--- config.mk ---
export PLATFORM = sky130hd
export DESIGN_NAME = multi_pattern_site_scanner_core
export DESIGN_NICKNAME = d
export VERILOG_FILES = /design/src/mpss_pkg.sv /design/src/mpss_front.sv /design/src/mpss_queue.sv /design/src/mpss_back.sv /design/src/multi_pattern_site_scanner_core.sv
export SDC_FILE = /design/constraint.sdc
export NUM_CORES = 2
export LEC_CHECK = 0
export BUFFER_PORTS_ARGS = -buffer_cell sky130_fd_sc_hd__buf_2
export CORE_UTILIZATION = 44
export CTS_CLUSTER_SIZE = 40
export DETAILED_ROUTE_END_ITERATION = 6
export GPL_TIMING_DRIVEN = 0
export MAX_ROUTING_LAYER = met4
export PLACE_DENSITY_LB_ADDON = 0.15
export SYNTH_ARGS = -nofsm -noshare
export SYNTH_HDL_FRONTEND = slang
export SYNTH_SLANG_ARGS = --single-unit
--- constraint.sdc ---
create_clock -name clk -period 4.74 [get_ports clk]
set_input_delay 0 -clock clk [delete_from_list [all_inputs] [get_ports clk]]
set_output_delay 0 -clock clk [all_outputs]
set_load 0.05 [all_outputs]
--- src/mpss_pkg.sv ---
// Shared types and constants for the multi-pattern site scanner.
package mpss_pkg;

  localparam int SYM_W     = 8;
  localparam int PAT_W     = 64;
  localparam int LEN_W     = 4;
  localparam int CNT_W     = 3;
  localparam int OFF_W     = 6;
  localparam int POS_W     = 33;
  localparam int MCOUNT_W  = 31;
  localparam int CFG_IDX_W = 3;
  localparam int QDEPTH    = 4;

  localparam int DEF_MAX_PATTERN_LEN = 8;
  localparam int DEF_MAX_PATTERNS    = 4;
  localparam int DEF_INDEX_BITS      = 31;

  // Register indexes on the configuration port
  localparam logic [CFG_IDX_W-1:0] REG_PATTERN_0       = 3'd0;
  localparam logic [CFG_IDX_W-1:0] REG_PATTERN_LENGTH  = 3'd4;
  localparam logic [CFG_IDX_W-1:0] REG_PATTERN_COUNT   = 3'd5;
  localparam logic [CFG_IDX_W-1:0] REG_POSITION_OFFSET = 3'd6;

  localparam logic [PAT_W-1:0] PATTERN_0_RESET      = 64'h6761;
  localparam logic [PAT_W-1:0] PATTERN_RESET        = '0;
  localparam logic [LEN_W-1:0] PATTERN_LENGTH_RESET = 4'd2;
  localparam logic [CNT_W-1:0] PATTERN_COUNT_RESET  = 3'd1;
  localparam logic [OFF_W-1:0] OFFSET_RESET         = '0;

  typedef struct packed {
    logic [SYM_W-1:0] symbol;
    logic             end_of_sequence;
  } in_item_t;

  typedef struct packed {
    logic signed [POS_W-1:0] position;
    logic                    is_match;
    logic                    end_flag;
    logic [MCOUNT_W-1:0]     match_count;
  } out_item_t;

  // Entry between front and back: start position before the offset is added
  typedef struct packed {
    logic [POS_W-1:0]    base_pos;
    logic                is_match;
    logic                end_flag;
    logic [MCOUNT_W-1:0] match_count;
  } q_item_t;

  typedef struct packed {
    logic [LEN_W-1:0] pattern_length;
    logic [CNT_W-1:0] pattern_count;
  } scan_cfg_t;

endpackage

--- src/mpss_front.sv ---
// Front end: byte window, parallel pattern compare, sequence counters.
module mpss_front #(
  parameter int MAX_PATTERN_LEN = mpss_pkg::DEF_MAX_PATTERN_LEN,
  parameter int MAX_PATTERNS    = mpss_pkg::DEF_MAX_PATTERNS,
  parameter int INDEX_BITS      = mpss_pkg::DEF_INDEX_BITS
) (
  input  logic                      clk,
  input  logic                      rst_n,
  input  logic                      accept,
  input  mpss_pkg::in_item_t        item,
  input  logic [mpss_pkg::PAT_W-1:0] pattern [MAX_PATTERNS],
  input  mpss_pkg::scan_cfg_t       cfg,
  output logic                      q_wr,
  output mpss_pkg::q_item_t         q_data
);
  import mpss_pkg::*;

  localparam int WIN_D  = (MAX_PATTERN_LEN > 1) ? MAX_PATTERN_LEN - 1 : 1;
  localparam int FILL_W = $clog2(MAX_PATTERN_LEN + 1);
  localparam int BW     = ((INDEX_BITS > POS_W) ? INDEX_BITS : POS_W) + 1;

  logic [SYM_W-1:0]      win_r [WIN_D];
  logic [SYM_W-1:0]      win_nxt [WIN_D];
  logic [FILL_W-1:0]     fill_r, fill_nxt;
  logic [INDEX_BITS-1:0] index_r, index_nxt;
  logic [MCOUNT_W-1:0]   found_r, found_nxt;

  logic [SYM_W-1:0]        cur [MAX_PATTERN_LEN];
  logic [MAX_PATTERNS-1:0] lane_eq [MAX_PATTERN_LEN];
  logic [MAX_PATTERNS-1:0] lane_sel, lane_use;
  logic [LEN_W-1:0]        len_eff;
  logic [CNT_W-1:0]        cnt_eff;
  logic                    enough, match;
  logic [BW-1:0]           base_w;

  always_comb begin
    priority if (cfg.pattern_length == '0) begin
      len_eff = LEN_W'(1);
    end else if (cfg.pattern_length > LEN_W'(MAX_PATTERN_LEN)) begin
      len_eff = LEN_W'(MAX_PATTERN_LEN);
    end else begin
      len_eff = cfg.pattern_length;
    end
    if (cfg.pattern_count > CNT_W'(MAX_PATTERNS)) begin
      cnt_eff = CNT_W'(MAX_PATTERNS);
    end else begin
      cnt_eff = cfg.pattern_count;
    end
  end

  // Window ending at the current byte, most recent first
  always_comb begin
    cur[0] = item.symbol;
    for (int i = 1; i < MAX_PATTERN_LEN; i++) begin
      cur[i] = win_r[i-1];
    end
  end

  // One compare set per possible length; pattern byte 0 meets the oldest byte
  always_comb begin
    for (int l = 0; l < MAX_PATTERN_LEN; l++) begin
      for (int c = 0; c < MAX_PATTERNS; c++) begin
        lane_eq[l][c] = 1'b1;
        for (int i = 0; i <= l; i++) begin
          if (cur[i] != pattern[c][SYM_W*(l-i) +: SYM_W]) begin
            lane_eq[l][c] = 1'b0;
          end
        end
      end
    end
  end

  always_comb begin
    lane_sel = '0;
    for (int l = 0; l < MAX_PATTERN_LEN; l++) begin
      if (len_eff == LEN_W'(l + 1)) begin
        lane_sel = lane_eq[l];
      end
    end
    for (int c = 0; c < MAX_PATTERNS; c++) begin
      lane_use[c] = (CNT_W'(c) < cnt_eff);
    end
    enough = ((LEN_W+1)'(fill_r) + (LEN_W+1)'(1)) >= (LEN_W+1)'(len_eff);
    match  = enough && ((lane_sel & lane_use) != '0);
  end

  always_comb begin
    found_nxt = found_r;
    if (match && (found_r != '1)) begin
      found_nxt = found_r + MCOUNT_W'(1);
    end
    base_w = BW'(index_r) - BW'(len_eff) + BW'(2);

    q_wr                 = accept && (match || item.end_of_sequence);
    q_data.base_pos      = base_w[POS_W-1:0];
    q_data.is_match      = match;
    q_data.end_flag      = item.end_of_sequence;
    q_data.match_count   = found_nxt;
  end

  always_comb begin
    win_nxt   = win_r;
    fill_nxt  = fill_r;
    index_nxt = index_r;
    if (accept) begin
      if (item.end_of_sequence) begin
        for (int k = 0; k < WIN_D; k++) begin
          win_nxt[k] = '0;
        end
        fill_nxt  = '0;
        index_nxt = '0;
      end else begin
        for (int k = WIN_D - 1; k > 0; k--) begin
          win_nxt[k] = win_r[k-1];
        end
        win_nxt[0] = item.symbol;
        if (fill_r < FILL_W'(MAX_PATTERN_LEN - 1)) begin
          fill_nxt = fill_r + FILL_W'(1);
        end
        if (index_r != '1) begin
          index_nxt = index_r + INDEX_BITS'(1);
        end
      end
    end
  end

  always_ff @(posedge clk) begin
    if (!rst_n) begin
      for (int k = 0; k < WIN_D; k++) begin
        win_r[k] <= '0;
      end
      fill_r  <= '0;
      index_r <= '0;
      found_r <= '0;
    end else begin
      win_r   <= win_nxt;
      fill_r  <= fill_nxt;
      index_r <= index_nxt;
      if (accept) begin
        found_r <= item.end_of_sequence ? '0 : found_nxt;
      end
    end
  end

endmodule

--- src/mpss_queue.sv ---
// Short result queue between the front end and the output stage.
module mpss_queue (
  input  logic              clk,
  input  logic              rst_n,
  input  logic              wr,
  input  mpss_pkg::q_item_t wr_data,
  input  logic              rd,
  output mpss_pkg::q_item_t rd_data,
  output logic              full,
  output logic              empty
);
  import mpss_pkg::*;

  localparam int PTR_W = $clog2(QDEPTH);
  localparam int CNT_QW = $clog2(QDEPTH + 1);

  q_item_t           slot_r [QDEPTH];
  logic [PTR_W-1:0]  wr_ptr_r, wr_ptr_nxt;
  logic [PTR_W-1:0]  rd_ptr_r, rd_ptr_nxt;
  logic [CNT_QW-1:0] count_r, count_nxt;
  logic              do_wr, do_rd;

  assign full    = (count_r == CNT_QW'(QDEPTH));
  assign empty   = (count_r == '0);
  assign rd_data = slot_r[rd_ptr_r];
  assign do_wr   = wr && !full;
  assign do_rd   = rd && !empty;

  always_comb begin
    wr_ptr_nxt = do_wr ? wr_ptr_r + PTR_W'(1) : wr_ptr_r;
    rd_ptr_nxt = do_rd ? rd_ptr_r + PTR_W'(1) : rd_ptr_r;
    count_nxt  = count_r;
    if (do_wr && !do_rd) begin
      count_nxt = count_r + CNT_QW'(1);
    end else if (do_rd && !do_wr) begin
      count_nxt = count_r - CNT_QW'(1);
    end
  end

  always_ff @(posedge clk) begin
    if (do_wr) begin
      slot_r[wr_ptr_r] <= wr_data;
    end
  end

  always_ff @(posedge clk) begin
    if (!rst_n) begin
      wr_ptr_r <= '0;
      rd_ptr_r <= '0;
      count_r  <= '0;
    end else begin
      wr_ptr_r <= wr_ptr_nxt;
      rd_ptr_r <= rd_ptr_nxt;
      count_r  <= count_nxt;
    end
  end

endmodule

--- src/mpss_back.sv ---
// Back end: applies the position offset and holds the result register.
module mpss_back (
  input  logic                        clk,
  input  logic                        rst_n,
  input  logic                        q_empty,
  input  mpss_pkg::q_item_t           q_data,
  output logic                        q_rd,
  input  logic [mpss_pkg::OFF_W-1:0]  offset,
  input  logic                        out_pop,
  output logic                        out_empty,
  output mpss_pkg::out_item_t         out_item
);
  import mpss_pkg::*;

  logic      valid_r, valid_nxt;
  out_item_t item_r, item_nxt;
  logic      load;

  assign out_empty = !valid_r;
  assign out_item  = item_r;
  // Advance when the register is free or its item leaves this cycle
  assign load      = !q_empty && (!valid_r || out_pop);
  assign q_rd      = load;

  always_comb begin
    item_nxt.position    = q_data.is_match
                         ? $signed(q_data.base_pos + {{(POS_W-OFF_W){offset[OFF_W-1]}}, offset})
                         : '0;
    item_nxt.is_match    = q_data.is_match;
    item_nxt.end_flag    = q_data.end_flag;
    item_nxt.match_count = q_data.match_count;

    valid_nxt = valid_r;
    if (load) begin
      valid_nxt = 1'b1;
    end else if (out_pop) begin
      valid_nxt = 1'b0;
    end
  end

  always_ff @(posedge clk) begin
    if (load) begin
      item_r <= item_nxt;
    end
  end

  always_ff @(posedge clk) begin
    if (!rst_n) begin
      valid_r <= 1'b0;
    end else begin
      valid_r <= valid_nxt;
    end
  end

endmodule

--- src/multi_pattern_site_scanner_core.sv ---
// Each result is written to the queue, then loaded into the output register.
// One byte per cycle while in_full is low; all lanes compare in the same cycle.
// A four-entry queue and the output register let input and output stall apart;
// in_full rises only when both are full.
// Reset (synchronous, rst_n low) loads the register defaults and clears the
// window, counters, queue and output register.
module multi_pattern_site_scanner_core #(
  parameter int MAX_PATTERN_LEN = mpss_pkg::DEF_MAX_PATTERN_LEN,
  parameter int MAX_PATTERNS    = mpss_pkg::DEF_MAX_PATTERNS,
  parameter int INDEX_BITS      = mpss_pkg::DEF_INDEX_BITS
) (
  input  logic                           clk,
  input  logic                           rst_n,
  input  logic                           in_push,
  output logic                           in_full,
  input  mpss_pkg::in_item_t             in_item,
  output logic                           out_empty,
  input  logic                           out_pop,
  output mpss_pkg::out_item_t            out_item,
  input  logic                           cfg_we,
  input  logic [mpss_pkg::CFG_IDX_W-1:0] cfg_index,
  input  logic [mpss_pkg::PAT_W-1:0]     cfg_data
);
  import mpss_pkg::*;

  logic [PAT_W-1:0] pattern_r [MAX_PATTERNS];
  logic [LEN_W-1:0] length_r;
  logic [CNT_W-1:0] count_r;
  logic [OFF_W-1:0] offset_r;
  scan_cfg_t        scan_cfg;

  logic    accept;
  logic    q_wr, q_rd, q_full, q_empty;
  q_item_t q_wdata, q_rdata;

  always_ff @(posedge clk) begin
    if (!rst_n) begin
      for (int c = 0; c < MAX_PATTERNS; c++) begin
        pattern_r[c] <= (c == 0) ? PATTERN_0_RESET : PATTERN_RESET;
      end
      length_r <= PATTERN_LENGTH_RESET;
      count_r  <= PATTERN_COUNT_RESET;
      offset_r <= OFFSET_RESET;
    end else if (cfg_we) begin
      for (int c = 0; c < MAX_PATTERNS; c++) begin
        if (cfg_index == REG_PATTERN_0 + CFG_IDX_W'(c)) begin
          pattern_r[c] <= cfg_data;
        end
      end
      if (cfg_index == REG_PATTERN_LENGTH) begin
        length_r <= cfg_data[LEN_W-1:0];
      end
      if (cfg_index == REG_PATTERN_COUNT) begin
        count_r <= cfg_data[CNT_W-1:0];
      end
      if (cfg_index == REG_POSITION_OFFSET) begin
        offset_r <= cfg_data[OFF_W-1:0];
      end
    end
  end

  assign scan_cfg.pattern_length = length_r;
  assign scan_cfg.pattern_count  = count_r;

  assign in_full = q_full;
  assign accept  = in_push && !q_full;

  mpss_front #(
    .MAX_PATTERN_LEN (MAX_PATTERN_LEN),
    .MAX_PATTERNS    (MAX_PATTERNS),
    .INDEX_BITS      (INDEX_BITS)
  ) u_front (
    .clk     (clk),
    .rst_n   (rst_n),
    .accept  (accept),
    .item    (in_item),
    .pattern (pattern_r),
    .cfg     (scan_cfg),
    .q_wr    (q_wr),
    .q_data  (q_wdata)
  );

  mpss_queue u_queue (
    .clk     (clk),
    .rst_n   (rst_n),
    .wr      (q_wr),
    .wr_data (q_wdata),
    .rd      (q_rd),
    .rd_data (q_rdata),
    .full    (q_full),
    .empty   (q_empty)
  );

  mpss_back u_back (
    .clk       (clk),
    .rst_n     (rst_n),
    .q_empty   (q_empty),
    .q_data    (q_rdata),
    .q_rd      (q_rd),
    .offset    (offset_r),
    .out_pop   (out_pop),
    .out_empty (out_empty),
    .out_item  (out_item)
  );

endmodule

==> Word level (Yosys, flattened, before mapping) <==
Memory sizes are Yosys's and may differ from the RTL's. A register that Yosys moved wholly into a read port is not among the register bits.
Cells that the tools add are included.
{ "op_classes": {"n_addsub": 11, "magnitude_cmp": 8, "n_eq_ne": 161, "n_mux": 170, "n_bitwise": 1, "reduce_logical": 33} }
{ "op_table": {"columns": ["cell", "count"], "rows": [
  ["$ne A8 B8 Y1", 144],
  ["$mux W1", 148],
  ["$mux W31", 4],
  ["$add A31 B1 Y31 const B", 2],
  ["$ne A31 B31 Y1 const B", 2],
  ["$mux W56", 1],
  ["$mux W4", 12],
  ["$add A33 B2 Y33 const B", 1],
  ["$add A33 B33 Y33", 1],
  ["$sub A31 B4 Y32", 1],
  ["$reduce_and A2 Y1", 9],
  ["$eq A4 B3 Y1 const B", 4],
  ["$eq A3 B3 Y1 const B", 4],
  ["$logic_and A1 B1 Y1", 9],
  ["$mux W3", 3],
  ["$eq A4 B2 Y1 const B", 2],
  ["$reduce_bool A2 Y1", 4],
  ["$eq A3 B2 Y1 const B", 2],
  ["$logic_not A3 Y1", 2],
  ["$lt A1 B3 Y1 const A", 2],
  ["$lt A2 B3 Y1 const A", 2],
  ["$add A4 B1 Y5 const B", 1],
  ["$ge A5 B4 Y1", 1],
  ["$logic_not A1 Y1", 5],
  ["15 further kinds", 18]
]} }
{ "totals": {"regBits": 465, "ram_bits": 264, "input_bits": 81, "word_cells": 410, "n_memories": 1} }
{ "memory_table": {"columns": ["name", "depth", "word_bits", "read_ports", "rd_ports_with_merged_regs", "wr", "line_no", "rtl"], "rows": [
  ["u_queue.slot_r", 4, 66, 1, 1, 1, "mpss_queue.sv:17", "q_item_t slot_r [QDEPTH];"]
]} }

==> Depth between registers and ports, before layout <==
{ "depth": {"ltp_word": 22, "mapped_depth": 18, "depth_no_buf": 16} }

==> Cells and area by module <==
A second synthesis with hierarchy kept.
{ "hier_totals": {"hier_cells": 4677, "area_unflattened_um2": 46021.6} }
{ "by_module_without_submodules": {"columns": ["module", "n_inst", "cells_per_inst", "area_per_inst_um2"], "rows": [
  ["mpss_front", 1, 2942, 21901.0],
  ["mpss_queue", 1, 392, 10000.8],
  ["multi_pattern_site_scanner_core", 1, 955, 9905.8],
  ["mpss_back", 1, 388, 4214.0]
]} }

==> Worst setup path before layout <==
No wires, ideal clock.
{ "synth_timing": {"path_type": "reg-to-reg", "from": "register u_queue.count_r[0]", "to": "register u_queue.count_r[2]", "arrival_time_ns": 5.108, "required_ns": 4.664, "path_slack_ns": -0.443, "path_stages_with_launch": 10, "cell_sequence": "dfxtp_1 -> nor3_1 -> a21oi_1 -> inv_1 -> ha_1 -> inv_1 -> fa_1 -> xor2_1 -> or3_1 -> a21boi_0"} }
{ "synth_via": {"word_cells_on_any_way": 18, "classes_between": "add/sub: 2; eq/ne: 1; mux: 2; reduce/logical: 13"} }
{ "synth_rtl": {"columns": ["element", "line_no", "rtl"], "rows": [
  ["start, declared", "mpss_queue.sv:20", "logic [CNT_QW-1:0] count_r, count_nxt;"],
  ["start signal, assigned", "mpss_queue.sv:54", "count_r <= count_nxt;"],
  ["$logic_not A3 Y1 (*)", "mpss_queue.sv:24", "assign empty = (count_r == '0);"],
  ["$logic_not A1 Y1 (*)", "mpss_back.sv:22", "assign load = !q_empty && (!valid_r || out_pop);"],
  ["$logic_and A1 B1 Y1 (*)", "mpss_back.sv:22", null],
  ["via q_rd", "multi_pattern_site_scanner_core.sv:33", "logic q_wr, q_rd, q_full, q_empty;"],
  ["$logic_and A1 B1 Y1 (*)", "mpss_queue.sv:27", "assign do_rd = rd && !empty;"],
  ["$logic_not A1 Y1", "mpss_queue.sv:33", "if (do_wr && !do_rd) begin"],
  ["$logic_and A1 B1 Y1", "mpss_queue.sv:33", null],
  ["$mux W3 / $reduce_bool A2 Y1 (equally long branches)", null, null]
]} }
Mark *: on every way through the listed nets, which the timed path passes. The rest lies on a longest branch. The select of a mux whose other input is x is not followed.
A chain may end at the register's enable or synchronous reset.

==> Final worst setup path <==
{ "layout_timing": {"from": "input port in_item[5] (netlist bit)", "to": "register u_queue.count_r[2]"} }
{ "layout_via": {"elab_chain_len": 19, "word_cells_on_any_way": 195, "classes_between": "eq/ne: 32; mux: 153; bitwise: 1; reduce/logical: 9"} }
{ "layout_lines": {"columns": ["element", "line_no", "rtl"], "rows": [
  ["start, declared", "multi_pattern_site_scanner_core.sv:16", "input mpss_pkg::in_item_t in_item,"],
  ["$ne A8 B8 Y1", "mpss_front.sv:65", "if (cur[i] != pattern[c][SYM_W*(l-i) +: SYM_W]) begin"],
  ["$mux W1", "mpss_front.sv:65", null],
  ["$mux W4 / $mux W1 (equally long branches) (7 in a row)", "mpss_front.sv:76, mpss_front.sv:65", null],
  ["$mux W4 (*)", "mpss_front.sv:76", "if (len_eff == LEN_W'(l + 1)) begin"],
  ["$and A4 B4 Y4 (*)", "mpss_front.sv:84", "match = enough && ((lane_sel & lane_use) != '0);"],
  ["$reduce_bool A4 Y1 (*)", "mpss_front.sv:84", null],
  ["$logic_and A1 B1 Y1 (*)", "mpss_front.sv:84", null],
  ["$logic_or A1 B1 Y1 (*)", "mpss_front.sv:94", "q_wr = accept && (match || item.end_of_sequence);"],
  ["$logic_and A1 B1 Y1 (*)", "mpss_front.sv:94", null],
  ["$logic_and A1 B1 Y1 (*)", "mpss_queue.sv:26", "assign do_wr = wr && !full;"],
  ["via u_queue.do_wr", "mpss_queue.sv:21", "logic do_wr, do_rd;"],
  ["$logic_not A1 Y1", "mpss_queue.sv:35", "end else if (do_rd && !do_wr) begin"],
  ["$logic_and A1 B1 Y1", "mpss_queue.sv:35", null],
  ["$reduce_bool A2 Y1 (no line)", null, null]
]} }
Mark *: on every way through the listed nets, which the timed path passes. The rest lies on a longest branch.

==> results.yml <==
status:
  status: "complete, but fails checks"
  violations: "capacitance limit, slew limit, setup timing"
final_layout:
  nFillCells: 9489
  final_cell_area_um2: 52400
  final-seq-area_um2: 18000
  syn_to_final_growth_pct: 15.8
  multi_input_area_um2: 25600
  fin_util: 0.515
  layout.nets: 5155
  drive_gt1_frac: 0.125
worst_setup_path:
  path_class: "primary input to register"
  reg2reg_depth: 18
  crit_required_ps: 5360
  worstPathMaxFanout: 10
  cp.arrival_ps: 5600
  cp-start-kind: "primary input"
  endpoint_kind: "register"
  rr_endpoint: "u_queue.count_r[2]"
  r2r-start: "u_front.cur[54]"
  rrSetupSlack_ps: -160
  cp-endpoint: "u_queue.count_r[2]"
  crit_start: "in_item[5]"
yosys:
  yosysWarnings: 0
  synth_top_area_frac: 0.219
  async_flop_share: 0
  synthCells: 4768
  syn_area_per_cell_um2: 9.50
  syn_area_um2: 45300
  yosysUniqueCellTypes: 88
  synth-edff-count: 330
  synthTopCellsByCount: "xor2_1, nand2_1, xnor2_1"
  yosys-top-cells-area: "edfxtp_1, dfxtp_1, xor2_1"
  synth.most_common_cell: "xor2_1"
  synth_area_leader_cell: "edfxtp_1"
  synth_fp_nets: 4901
  ys_ff_latch: 731
  synthFlopType: "dfxtp_1"
  synth_seq_area_share: 0.396
clocking:
  cts_tree: "yes"
  clk_latency_ps: 700
  htree_levels: 3
  clock_path_buffers: 3
  cts_made_buffers: 83
  clock-sinks: 731
  path_clk_slew_ps: 60
  root_buffer: "clkbuf_16"
route:
  drt_iter0_drc: 4421
  via_count: 39300
  ant_nets: 0
  routedWlPerCell_um: 35.0
  drtPass1Iterations: 6
  routed_wl_mm: 226
  drc: 0
  vias_per_cell: 6.07
global_route:
  grtUsageTotal: 0.443
  grt_pass1_wl_mm: 306
  grt_max_degree: 37
  antenna_found_initial: 7
  grt_pass1_vias: 36900
  grt_overflow: 0
sta:
  maxSlewViolCount: 11
  hold_ws_ps: 184
  timing_hold_violations_final: 0
  rsz0062_at_grt: "yes"
  timing.fmax_ghz: 0.201
  period_share: 1.05
  worst_pin_slew_ps: 1600
  finClkSkew_ps: 38.9
  relSlewSlack: -0.0658
  min_period_ps: 4980
  finalSetupViolCount: 211
  setup_ws_ps: -240
flow_run:
  max_cap_viol_count: 1
floorplanning:
  core_um2: 102000
  die_w_um: 323
  initial_core_util: 0.444
  die_y_um: 323
  row_count: 117
  pin_count: 149
  dieArea_um2: 104000
power:
  p_per_area_nw_per_um2: 374
  vdd_drop_max_uv: 458
  leakagePower_nw: 20.3
  p_total_w: 0.0196
placement:
  pre_cts_slack_ps: -2080
  post_dp_cell_area_um2: 47900
  io_buffers: 140
  gp_congestion: 1.08
  hpwl_mm: 162
min_path:
  hp-class: "primary input to register"
[routing by layer]
layer	up-vias	GRT usage	share of wire
li1	16900	-	-
met1	19100	0.526	0.38
met2	2423	0.628	0.42
met3	812	0.127	0.11
met4	0	0.347	0.092
met5	-	-	0
[metrics by stage]
step	TNS, ps	instances
3_3_place_gp	-1277540	6276
5_1_grt	-150	6465
2_1_floorplan	0	4768
6_report	-13620	6469
3_5_place_dp	-732650	6288
4_1_cts	-25.0	6489
[layout make-up]
cell class              instances  share of cell area
multi-input cells            3502               0.488
flip-flops and latches        731               0.343
plain buffers                 415              0.0453
clock buffers                 117              0.0451
repair buffers                243              0.0336
well taps                    1368              0.0326
clock inverters                39             0.00866
inverters                      46             0.00336
diodes                          8            0.000382
[cell usage in the layout (no fill, tap or decap), drive strengths merged, types with 7 or more instances in the layout]
cell type,synthesis,routed
nor4,201,201
nor2,119,119
dlygate4sd3,0,73
inv,46,49
edfxtp,330,330
or4,15,15
a21oi,67,67
o21ai,51,51
a22o,8,8
clkbuf,270,329
mux2i,21,21
xnor2,593,593
mux4,65,65
xor2,678,678
nand3b,60,60
buf,223,370
clkinv,0,25
ha,49,49
nand2,661,661
and3,24,24
nor3b,9,9
a31oi,23,23
a21o,22,22
nand2b,12,12
nand4,178,178
o21bai,7,7
or3,26,26
and2,29,33
a21boi,307,307
clkinvlp,0,7
dfxtp,401,401
nor3,55,55
nand3,79,79
nor2b,32,32
diode,0,8
o21a,12,12
[worst max-delay path, stage by stage]
cell	delay, ps
buf_2	300
buf_2	550
clkdlybuf4s15_2	730
xnor2_1	190
nand4_1	480
nor4_2	390
nand4_1	390
nand2_1	220
o21ai_0	160
a32oi_2	260
buf_4	210
nor2_2	120
o31ai_4	210
ha_1	210
inv_1	60
fa_1	430
xor2_1	160
or3_1	300
a21boi_0	160
[registers in the layout, indices dropped and copies added (netlist names), named ones only]
signal / count
count_r: 3
length_r: 4
u_back.valid_r: 1
u_front.cur: 56
u_front.fill_r: 4
u_back.out_item: 66
offset_r: 6
u_queue.rd_ptr_r: 2
u_queue.slot_r: 264
u_front.index_r: 31
pattern_r: 256
u_queue.wr_ptr_r: 2
u_queue.count_r: 3
u_front.found_r: 31
[cell families after synthesis]
group                      Yosys count  share of synthesized area
AOI/OAI and AO/OA                  561                     0.0878
xor gates and xnor gates          1271                      0.246
adders and majority gates           52                     0.0149
buffers and inverters              539                     0.0481
DFF                                731                      0.396
muxes                               89                     0.0377
and+or+nand+nor                   1525                      0.170
[power breakdown]
group,switching [W],internal [W],total [W]
clock network,0.00285,0.00376,0.00661
logic,0.00364,0.00176,0.00540
registers,0.000250,0.00738,0.00763
[timing repair]
item / CTS / global route
cloned: 4 / 0
endpoints found under the hold margin: 287 / 0
gates resized for setup: 250 / 102
pin swaps: 14 / 8
hold buffers: 73 / 0
endpoints found under the setup margin: 543 / 367
buffers inserted: 11 / 6
[worst min path at each step]
| stage | from | endpoint | slack [ps] | cells past startpoint |
|---|---|---|---|---|
| 2_1_floorplan | in_item[0] | u_queue.slot_r[0][31] | 100 | 0 |
| 3_3_place_gp | cfg_data[58] | pattern_r[186] | 310 | 3 |
| 3_5_place_dp | cfg_data[60] | pattern_r[188] | 310 | 3 |
| 4_1_cts | cfg_data[58] | pattern_r[250] | 150 | 4 |
| 5_1_grt | cfg_data[60] | pattern_r[124] | 190 | 4 |
| 6_report | cfg_data[58] | pattern_r[250] | 180 | 4 |
No activity file was read; power rests on OpenSTA's default activity.
